`config.mk`:
```
export PLATFORM = sky130hd
export DESIGN_NAME = first_fit_segment_allocator_top
export DESIGN_NICKNAME = d
export VERILOG_FILES = /design/src/sv/ffsa_pkg.sv /design/src/sv/ffsa_mem.sv /design/src/sv/first_fit_segment_allocator_top.sv
export SDC_FILE = /design/constraint.sdc
export NUM_CORES = 2
export LEC_CHECK = 0
export BUFFER_PORTS_ARGS = -buffer_cell sky130_fd_sc_hd__buf_2
export CORE_MARGIN = 5
export CORE_UTILIZATION = 45
export DETAILED_ROUTE_END_ITERATION = 10
export SKIP_CTS_REPAIR_TIMING = 1
export SLEW_MARGIN = 20
export SYNTH_ARGS = -nofsm -noshare
export SYNTH_HDL_FRONTEND = slang
export SYNTH_SLANG_ARGS = --single-unit
```
`constraint.sdc`:
```
create_clock -name clock -period 12.55 [get_ports clock]
set_input_delay 0.6275 -clock clock [delete_from_list [all_inputs] [get_ports clock]]
set_output_delay 0.6275 -clock clock [all_outputs]
set_load 0.03 [all_outputs]
```
`src/sv/ffsa_pkg.sv`:
```
`timescale 1ns / 1ps
// ----------------------------------------------------------------------------
// ffsa_pkg
// Shared types, widths and status codes of the first-fit segment allocator.
// ----------------------------------------------------------------------------
package ffsa_pkg;

   localparam int OFF_W   = 25;
   localparam int LEN_W   = 25;
   localparam int SIZE_W  = 25;
   localparam int ADDR_W  = 32;
   localparam int GRANT_W = 26;
   localparam int STAT_W  = 3;

   localparam logic [31:0] DEF_HEAP_BASE    = 32'd16777216;
   localparam int          DEF_HEAP_BYTES   = 16777216;
   localparam int          DEF_PAGE_BYTES   = 4096;
   localparam int          DEF_HEADER_BYTES = 12;
   localparam int          DEF_MAX_SEGMENTS = 64;

   localparam logic [STAT_W-1:0] ST_OK      = 3'd0;
   localparam logic [STAT_W-1:0] ST_NOOP    = 3'd1;
   localparam logic [STAT_W-1:0] ST_NOFIT   = 3'd2;
   localparam logic [STAT_W-1:0] ST_FULL    = 3'd3;
   localparam logic [STAT_W-1:0] ST_UNKNOWN = 3'd4;

   localparam logic OP_ALLOC = 1'b0;
   localparam logic OP_FREE  = 1'b1;

   typedef struct packed {
      logic [OFF_W-1:0] offset;
      logic [LEN_W-1:0] length;
      logic             in_use;
   } entry_type;

endpackage

```
`src/sv/ffsa_mem.sv`:
```
`timescale 1ns / 1ps
// ----------------------------------------------------------------------------
// ffsa_mem
// Segment table memory: one write and one registered read per cycle. Entry 0
// reads as the initial whole-heap segment until it is first written.
// ----------------------------------------------------------------------------
module ffsa_mem #(
   parameter int DEPTH      = ffsa_pkg::DEF_MAX_SEGMENTS,
   parameter int INIT_LEN   = ffsa_pkg::DEF_HEAP_BYTES - ffsa_pkg::DEF_HEADER_BYTES
) (
   input  logic                      clock,
   input  logic                      reset,
   input  logic [$clog2(DEPTH)-1:0]  rd_addr,
   output ffsa_pkg::entry_type       rd_data,
   input  logic                      wr_en,
   input  logic [$clog2(DEPTH)-1:0]  wr_addr,
   input  ffsa_pkg::entry_type       wr_data
);
   import ffsa_pkg::*;

   localparam int IW = $clog2(DEPTH);

   entry_type mem [DEPTH];
   entry_type rd_data_ff;
   logic      init_ff;
   logic      rd_init_ff;
   entry_type init_entry;

   assign init_entry = '{offset: '0, length: LEN_W'(INIT_LEN), in_use: 1'b0};

   always_ff @(posedge clock) begin
      if (wr_en) begin
         mem[wr_addr] <= wr_data;
      end
      rd_data_ff <= mem[rd_addr];
   end

   always_ff @(posedge clock) begin
      if (reset) begin
         init_ff    <= 1'b1;
         rd_init_ff <= 1'b0;
      end else begin
         rd_init_ff <= init_ff && (rd_addr == IW'(0));
         if (wr_en && wr_addr == IW'(0)) begin
            init_ff <= 1'b0;
         end
      end
   end

   assign rd_data = rd_init_ff ? init_entry : rd_data_ff;

endmodule

```
`src/sv/first_fit_segment_allocator_top.sv`:
```
`timescale 1ns / 1ps
// ----------------------------------------------------------------------------
// first_fit_segment_allocator_top
// First-fit heap allocator over an address-ordered segment table in memory.
// ----------------------------------------------------------------------------
// Requests enter on req_* (valid/ready); each gives exactly one response on
// rsp_* (valid/ready). req_opcode 0 allocates req_request_size bytes, rounded
// up to a page; 1 frees the region at req_region_address.
// One request is worked at a time. The table is walked one entry at a time
// through the memory's registered read port, each entry read in one state
// and checked in the next: a search visits entries in order, a split moves
// each entry above the hit up by one, and a free adds a compaction pass over
// every table entry.
// After reset the table holds one free segment covering the heap minus one
// header; no clearing pass is needed. A finished response sits in the output
// register until taken; while it waits, the next request is already accepted
// and worked, and its response waits in turn for the output register.
// ----------------------------------------------------------------------------
module first_fit_segment_allocator_top #(
   parameter logic [31:0] HEAP_BASE    = ffsa_pkg::DEF_HEAP_BASE,
   parameter int          HEAP_BYTES   = ffsa_pkg::DEF_HEAP_BYTES,
   parameter int          PAGE_BYTES   = ffsa_pkg::DEF_PAGE_BYTES,
   parameter int          HEADER_BYTES = ffsa_pkg::DEF_HEADER_BYTES,
   parameter int          MAX_SEGMENTS = ffsa_pkg::DEF_MAX_SEGMENTS
) (
   input  logic                          clock,
   input  logic                          reset,
   input  logic                          req_valid,
   output logic                          req_ready,
   input  logic                          req_opcode,
   input  logic [ffsa_pkg::SIZE_W-1:0]   req_request_size,
   input  logic [ffsa_pkg::ADDR_W-1:0]   req_region_address,
   output logic                          rsp_valid,
   input  logic                          rsp_ready,
   output logic [ffsa_pkg::GRANT_W-1:0]  rsp_granted_address,
   output logic [ffsa_pkg::STAT_W-1:0]   rsp_status
);
   import ffsa_pkg::*;

   localparam int IW = $clog2(MAX_SEGMENTS);
   localparam int CW = $clog2(MAX_SEGMENTS + 1);
   localparam int NW = GRANT_W;

   localparam logic [3:0] S_IDLE    = 4'd0;
   localparam logic [3:0] S_SRCH_RD = 4'd1;
   localparam logic [3:0] S_SRCH_CK = 4'd2;
   localparam logic [3:0] S_SHFT_RD = 4'd3;
   localparam logic [3:0] S_SHFT_WR = 4'd4;
   localparam logic [3:0] S_INS_T   = 4'd5;
   localparam logic [3:0] S_INS_H   = 4'd6;
   localparam logic [3:0] S_MRG_RD  = 4'd7;
   localparam logic [3:0] S_MRG_CK  = 4'd8;
   localparam logic [3:0] S_MRG_FIN = 4'd9;
   localparam logic [3:0] S_DONE    = 4'd10;

   logic [3:0]         state_ff, state_in;
   logic [CW-1:0]      count_ff, count_in;
   logic [CW-1:0]      idx_ff, idx_in;
   logic [CW-1:0]      wptr_ff, wptr_in;
   logic               op_ff, op_in;
   logic [NW-1:0]      need_ff, need_in;
   logic [ADDR_W-1:0]  addr_ff, addr_in;
   entry_type          hit_ff, hit_in;
   logic [CW-1:0]      hit_idx_ff, hit_idx_in;
   entry_type          acc_ff, acc_in;
   logic [GRANT_W-1:0] res_grant_ff, res_grant_in;
   logic [STAT_W-1:0]  res_stat_ff, res_stat_in;
   logic               rsp_valid_ff, rsp_valid_in;
   logic [GRANT_W-1:0] rsp_grant_ff, rsp_grant_in;
   logic [STAT_W-1:0]  rsp_stat_ff, rsp_stat_in;

   logic [IW-1:0] rd_addr;
   entry_type     rd_data;
   logic          wr_en;
   logic [IW-1:0] wr_addr;
   entry_type     wr_data;

   logic [NW:0]     round_sum;
   logic            fits;
   logic            split;
   logic [32:0]     data_start;
   logic            addr_hit;
   logic [CW-1:0]   idx_next;
   logic [CW-1:0]   j_less;

   ffsa_mem #(
      .DEPTH    (MAX_SEGMENTS),
      .INIT_LEN (HEAP_BYTES - HEADER_BYTES)
   ) u_mem (
      .clock   (clock),
      .reset   (reset),
      .rd_addr (rd_addr),
      .rd_data (rd_data),
      .wr_en   (wr_en),
      .wr_addr (wr_addr),
      .wr_data (wr_data)
   );

   // Page size is a power of two, so rounding up is an add and a mask.
   assign round_sum = (NW+1)'(req_request_size) + (NW+1)'(PAGE_BYTES - 1);
   assign fits  = !rd_data.in_use && ((NW'(rd_data.length)) >= need_ff);
   assign split = (27'(rd_data.length)) >
                  (27'(need_ff) + 27'(HEADER_BYTES) + 27'(PAGE_BYTES));
   assign data_start = 33'(HEAP_BASE) + 33'(rd_data.offset) + 33'(HEADER_BYTES);
   assign addr_hit   = (data_start == 33'(addr_ff));
   assign idx_next   = idx_ff + CW'(1);
   assign j_less     = idx_ff - CW'(1);

   assign req_ready = (state_ff == S_IDLE);

   always_comb begin
      state_in     = state_ff;
      count_in     = count_ff;
      idx_in       = idx_ff;
      wptr_in      = wptr_ff;
      op_in        = op_ff;
      need_in      = need_ff;
      addr_in      = addr_ff;
      hit_in       = hit_ff;
      hit_idx_in   = hit_idx_ff;
      acc_in       = acc_ff;
      res_grant_in = res_grant_ff;
      res_stat_in  = res_stat_ff;
      rd_addr      = idx_ff[IW-1:0];
      wr_en        = 1'b0;
      wr_addr      = idx_ff[IW-1:0];
      wr_data      = rd_data;

      case (state_ff)
         S_IDLE: begin
            if (req_valid) begin
               op_in        = req_opcode;
               need_in      = round_sum[NW-1:0] & ~NW'(PAGE_BYTES - 1);
               addr_in      = req_region_address;
               idx_in       = '0;
               res_grant_in = '0;
               if ((req_opcode == OP_ALLOC && req_request_size == '0) ||
                   (req_opcode == OP_FREE && req_region_address == '0)) begin
                  res_stat_in = ST_NOOP;
                  state_in    = S_DONE;
               end else begin
                  state_in = S_SRCH_RD;
               end
            end
         end
         S_SRCH_RD: begin
            rd_addr  = idx_ff[IW-1:0];
            state_in = S_SRCH_CK;
         end
         S_SRCH_CK: begin
            if (op_ff == OP_ALLOC && fits) begin
               if (split && count_ff >= CW'(MAX_SEGMENTS)) begin
                  res_stat_in = ST_FULL;
                  state_in    = S_DONE;
               end else if (split) begin
                  hit_in     = rd_data;
                  hit_idx_in = idx_ff;
                  idx_in     = count_ff;
                  state_in   = (count_ff > idx_next) ? S_SHFT_RD : S_INS_T;
               end else begin
                  wr_en        = 1'b1;
                  wr_data      = rd_data;
                  wr_data.in_use = 1'b1;
                  res_grant_in = GRANT_W'(data_start);
                  res_stat_in  = ST_OK;
                  state_in     = S_DONE;
               end
            end else if (op_ff == OP_FREE && addr_hit) begin
               wr_en          = 1'b1;
               wr_data        = rd_data;
               wr_data.in_use = 1'b0;
               res_stat_in    = ST_OK;
               idx_in         = '0;
               wptr_in        = '0;
               state_in       = S_MRG_RD;
            end else if (idx_next == count_ff) begin
               res_stat_in = (op_ff == OP_ALLOC) ? ST_NOFIT : ST_UNKNOWN;
               state_in    = S_DONE;
            end else begin
               idx_in   = idx_next;
               state_in = S_SRCH_RD;
            end
         end
         // Move entries up by one, from the top down to just above the hit.
         S_SHFT_RD: begin
            rd_addr  = j_less[IW-1:0];
            state_in = S_SHFT_WR;
         end
         S_SHFT_WR: begin
            wr_en    = 1'b1;
            wr_addr  = idx_ff[IW-1:0];
            wr_data  = rd_data;
            idx_in   = j_less;
            state_in = (j_less > hit_idx_ff + CW'(1)) ? S_SHFT_RD : S_INS_T;
         end
         S_INS_T: begin
            wr_en          = 1'b1;
            wr_addr        = IW'(hit_idx_ff + CW'(1));
            wr_data.offset = hit_ff.offset + OFF_W'(HEADER_BYTES) + need_ff[OFF_W-1:0];
            wr_data.length = hit_ff.length - need_ff[LEN_W-1:0] - LEN_W'(HEADER_BYTES);
            wr_data.in_use = 1'b0;
            state_in       = S_INS_H;
         end
         S_INS_H: begin
            wr_en          = 1'b1;
            wr_addr        = hit_idx_ff[IW-1:0];
            wr_data.offset = hit_ff.offset;
            wr_data.length = need_ff[LEN_W-1:0];
            wr_data.in_use = 1'b1;
            count_in       = count_ff + CW'(1);
            res_grant_in   = GRANT_W'(HEAP_BASE) + GRANT_W'(hit_ff.offset)
                             + GRANT_W'(HEADER_BYTES);
            res_stat_in    = ST_OK;
            state_in       = S_DONE;
         end
         // Compaction pass: runs of free segments fold into their first entry.
         S_MRG_RD: begin
            rd_addr  = idx_ff[IW-1:0];
            state_in = S_MRG_CK;
         end
         S_MRG_CK: begin
            if (idx_ff == '0) begin
               acc_in = rd_data;
            end else if (!acc_ff.in_use && !rd_data.in_use) begin
               acc_in.length = acc_ff.length + rd_data.length + LEN_W'(HEADER_BYTES);
            end else begin
               wr_en   = 1'b1;
               wr_addr = wptr_ff[IW-1:0];
               wr_data = acc_ff;
               wptr_in = wptr_ff + CW'(1);
               acc_in  = rd_data;
            end
            idx_in   = idx_next;
            state_in = (idx_next == count_ff) ? S_MRG_FIN : S_MRG_RD;
         end
         S_MRG_FIN: begin
            wr_en    = 1'b1;
            wr_addr  = wptr_ff[IW-1:0];
            wr_data  = acc_ff;
            count_in = wptr_ff + CW'(1);
            state_in = S_DONE;
         end
         S_DONE: begin
            if (!rsp_valid_ff || rsp_ready) begin
               state_in = S_IDLE;
            end
         end
         default: begin
            state_in = S_IDLE;
         end
      endcase
   end

   always_comb begin
      rsp_valid_in = rsp_valid_ff;
      rsp_grant_in = rsp_grant_ff;
      rsp_stat_in  = rsp_stat_ff;
      if (rsp_valid_ff && rsp_ready) begin
         rsp_valid_in = 1'b0;
      end
      if (state_ff == S_DONE && (!rsp_valid_ff || rsp_ready)) begin
         rsp_valid_in = 1'b1;
         rsp_grant_in = res_grant_ff;
         rsp_stat_in  = res_stat_ff;
      end
   end

   always_ff @(posedge clock) begin
      if (reset) begin
         state_ff     <= S_IDLE;
         count_ff     <= CW'(1);
         rsp_valid_ff <= 1'b0;
      end else begin
         state_ff     <= state_in;
         count_ff     <= count_in;
         rsp_valid_ff <= rsp_valid_in;
      end
   end

   always_ff @(posedge clock) begin
      idx_ff       <= idx_in;
      wptr_ff      <= wptr_in;
      op_ff        <= op_in;
      need_ff      <= need_in;
      addr_ff      <= addr_in;
      hit_ff       <= hit_in;
      hit_idx_ff   <= hit_idx_in;
      acc_ff       <= acc_in;
      res_grant_ff <= res_grant_in;
      res_stat_ff  <= res_stat_in;
      rsp_grant_ff <= rsp_grant_in;
      rsp_stat_ff  <= rsp_stat_in;
   end

   assign rsp_valid           = rsp_valid_ff;
   assign rsp_granted_address = rsp_grant_ff;
   assign rsp_status          = rsp_stat_ff;

   a_count_range: assert property (@(posedge clock) disable iff (reset)
      count_ff >= CW'(1) && count_ff <= CW'(MAX_SEGMENTS))
      else $error("segment count out of range");

   a_no_grant_on_fail: assert property (@(posedge clock) disable iff (reset)
      rsp_valid && rsp_status != ST_OK |-> rsp_granted_address == '0)
      else $error("grant given with a failing status");

   a_accept_leaves_idle: assert property (@(posedge clock) disable iff (reset)
      req_valid && req_ready |=> state_ff != S_IDLE)
      else $error("accepted request did not start");

   a_count_only_on_commit: assert property (@(posedge clock) disable iff (reset)
      count_ff != $past(count_ff) |-> $past(state_ff) == S_INS_H ||
                                     $past(state_ff) == S_MRG_FIN)
      else $error("segment count changed outside a table update");

endmodule
```
==> results_dict.tcl <==
set metrics [dict create \
    worst-endpoint-arrival_ns 6.80 \
    postSynthCellCount 6387 \
    ys.flop_type "edfxtp_1" \
    synth.net_count 6587 \
    rr_startpoint "u_mem.rd_init_ff" \
    leakage_nw 50.8 \
    dpl_worst_slack_ns 6.38 \
    fin_ws_ns 6.29 \
    coreArea_um2 312000 \
    fin_nets 6989 \
    area_growth_pct 13.8 \
    critPathTopFamily "simple AND/OR/NAND/NOR gates" \
    antenna_found_initial 62 \
    crit_chain "nand2b_1, ha_1, nand3b_1, or4_1, nor4_1, xnor3_1, nand2_1, nor4_1, nand4_2, o311a_4, buf_4, buf_4, nor3_2, buf_4" \
    cts_buffers 371 \
    hold_class "in -> reg" \
    first_pass_iters 9 \
    grt_pass1_vias 68669 \
    async_flop_share 0 \
    peakVddDrop_mv 0.170 \
    ios 93 \
    cp-end-kind "register" \
    clk-insertion-delay-late_ns 0.94 \
    grt-ovfl-total 0 \
    worstHoldStart "req_request_size[24]" \
    finalPower_mw 37.9 \
    criticalPathCategory "reg -> reg" \
    die_w_um 570 \
    path_buf_inv 3 \
    avgSynthCellArea_um2 22.1 \
    reg2reg_slack_ns 6.29 \
    yosysTopAreaCellShare 0.742 \
    clkTransAtPathRegs_ns 0.06 \
    cts_sinks 3556 \
    finalHoldWorstSlack_ns 0.0539 \
    worstPathRequired_ns 13.09 \
    reg2reg_to "u_mem.mem[45][19]" \
    critPathSlowestCell "nor3_2" \
    critPathMaxFanout 29 \
    post_synth_main_area_contributors "edfxtp_1 (74%), mux4_2 (17%), ha_1 (1.2%), dfxtp_1 (0.92%), xnor2_1 (0.53%)" \
    ys.warnings.count 0 \
    drive_gt1_frac 0.291 \
    holdPathStages 2 \
    crit_path_frequent_cell "buf_4" \
    netlist_area_um2 141000 \
    cts_tree "yes" \
    wl_per_cell_um 37.1 \
    slew_viol_final 0 \
    synth_edf_count 3491 \
    vias 71410 \
    hold_viol_final 0 \
    synth_area_leader_cell "edfxtp_1" \
    outcome "finished clean" \
    synth.distinct_cells 84 \
    drc 0 \
    rows 205 \
    post-route-period-util 0.499 \
    htree_levels 5 \
    grt_pass1_wl_mm 573 \
    ys_seq_area_frac 0.751 \
    relSlewSlack 0.205 \
    grt_setup_unrepaired "false" \
    clk_path_buf_depth 4 \
    layout.cells.non_filler 11257 \
    fmax_mhz 160 \
    cts-root-buf "clkbuf_16" \
    drtIter0Drc 10582 \
    viasPerCell 6.34 \
    period_needed_ns 6.26 \
    finalSetupTns_ns 0 \
    grt.total_usage 0.254 \
    port_buffers 92 \
    worstRegToRegCells 14 \
    powerDensity_nw_per_um2 236 \
    tightestPinTransition_ns 1.19 \
    grt_max_degree 131 \
    start_kind "register" \
    start_util 0.452 \
    setup-violations-final 0 \
    drtAntennaViolNets 0 \
    dp_cells 10523 \
    die-height_um 570 \
    ys_ff_latch 3556 \
    worstHoldEndpoint "need_ff[24]" \
    drv_cap 0 \
    dieArea_um2 325000 \
    slowest_delay_ns 0.80 \
    wl_mm 418 \
    dp_hpwl_mm 264 \
    gp_congestion 0.908 \
    fin_worst_skew_ns 0.0423 \
]
power breakdown:
group          total (mW)  leakage [nW]  switching [mW]  internal (mW)
Sequential           15.4          32.0           0.276           15.2
Clock                10.8          5.78            4.58           6.18
Combinational        11.7          13.0            8.12           3.62
worst reg2reg max path, delay by kind of cell (launching register included):
kind / cells / cell delay, ns
AOI/OAI and AO/OA: 1 / 0.32
adders and majority gates: 1 / 0.31
DFF: 1 / 0.33
and+or+nand+nor: 8 / 3.45
buffers and inverters: 3 / 1.23
xor gates and xnor gates: 1 / 0.22
synth_stat cells (all sizes together) (5+ instances only):
| cell | number |
|---|---|
| and2 | 10 |
| nor4 | 58 |
| a22oi | 22 |
| buf | 131 |
| o21bai | 6 |
| o32ai | 5 |
| a221oi | 12 |
| o21a | 12 |
| ha | 137 |
| nor3 | 78 |
| or2 | 20 |
| a31oi | 11 |
| mux4 | 1071 |
| and3 | 32 |
| clkbuf | 186 |
| inv | 96 |
| o21ai | 104 |
| o31ai | 6 |
| mux2i | 5 |
| a211oi | 12 |
| o22ai | 24 |
| nand2b | 28 |
| nor2 | 115 |
| a21o | 14 |
| xor2 | 77 |
| nand4 | 24 |
| edfxtp | 3491 |
| dfxtp | 65 |
| a221o | 6 |
| nand2 | 141 |
| xnor2 | 85 |
| or3 | 7 |
| a222oi | 25 |
| and4 | 5 |
| a311oi | 5 |
| or4 | 7 |
| o211ai | 11 |
| nand3 | 63 |
| nand3b | 8 |
| a21oi | 75 |
| nor2b | 36 |
flip-flops by register name, indices dropped and copies added, names as in the netlist, 3 cells and up:
signal,flops
need_ff,14
idx_ff,7
u_mem.mem,3264
res_stat_ff,3
rsp_granted_address,26
wptr_ff,7
rsp_status,3
state_ff,4
hit_ff,50
u_mem.rd_data_ff,51
addr_ff,32
count_ff,7
res_grant_ff,26
acc_ff,51
hit_idx_ff,7
through the flow:
stage | util | instance area, um^2
after floorplan | - | 141000
after global placement | 0.476 | 148000
after detailed placement | 0.476 | 148000
after CTS | 0.514 | 160000
after global routing | 0.515 | 161000
final | 0.515 | 161000
placed cells by master, fill, tap and decap left out, drive strengths merged, types with 28 or more instances in the layout:
master | synthesis | routed
o21ai | 104 | 104
inv | 96 | 101
nor2 | 115 | 115
nor3 | 78 | 78
and3 | 32 | 32
clkbuf | 186 | 468
a21oi | 75 | 75
nor2b | 36 | 36
dfxtp | 65 | 65
mux4 | 1071 | 1071
dlygate4sd3 | 0 | 33
nand2b | 28 | 28
ha | 137 | 137
xor2 | 77 | 77
nor4 | 58 | 58
xnor2 | 85 | 85
nand3 | 63 | 63
clkinv | 1 | 165
buf | 131 | 313
edfxtp | 3491 | 3491
nand2 | 141 | 141
bufinv | 0 | 30
worst max-delay path by stage:
stage / from / endpoint / slack [ns] / depth (start not counted)
floorplan: u_mem.rd_init_ff / u_mem.mem[50][0] / 2.82 / 20
global route: u_mem.rd_init_ff / u_mem.mem[45][20] / 5.95 / 14
CTS: u_mem.rd_init_ff / u_mem.mem[45][19] / 6.37 / 14
global placement: u_mem.rd_init_ff / u_mem.mem[45][17] / 6.39 / 14
detailed placement: u_mem.rd_init_ff / u_mem.mem[45][22] / 6.38 / 14
finish: u_mem.rd_init_ff / u_mem.mem[45][19] / 6.29 / 14
logic make-up (layout without fill, tap and decap cells):
family | after synthesis | count (layout) | synth area share
fa+ha+maj | 138 | 138 | 0.0123
compound gates | 385 | 385 | 0.0182
simple gates | 647 | 647 | 0.0242
flops | 3556 | 3556 | 0.751
mux | 1080 | 1080 | 0.171
buf+inv | 414 | 1119 | 0.0116
xor+xnor | 167 | 167 | 0.0109
other cells | 0 | 25 | 0
metal layers:
metal  up-vias  part of all wire  global-route usage
li1      28002                 -                   -
met1     38733              0.39               0.364
met2      3988              0.46               0.384
met3       667              0.11              0.0567
met4        20             0.044              0.0965
met5         -           0.00036                   0
layout make-up:
cell class,instances,area (um^2)
fill,24068,151000
multi-input combinational,2417,34600
antenna,25,62.6
sequential,3556,106000
timing repair buffer,346,2590
inverter,97,364
clock inverter,208,2060
tap,4140,5180
clock buffer,468,9820
No activity file was read; power rests on OpenSTA's default activity.
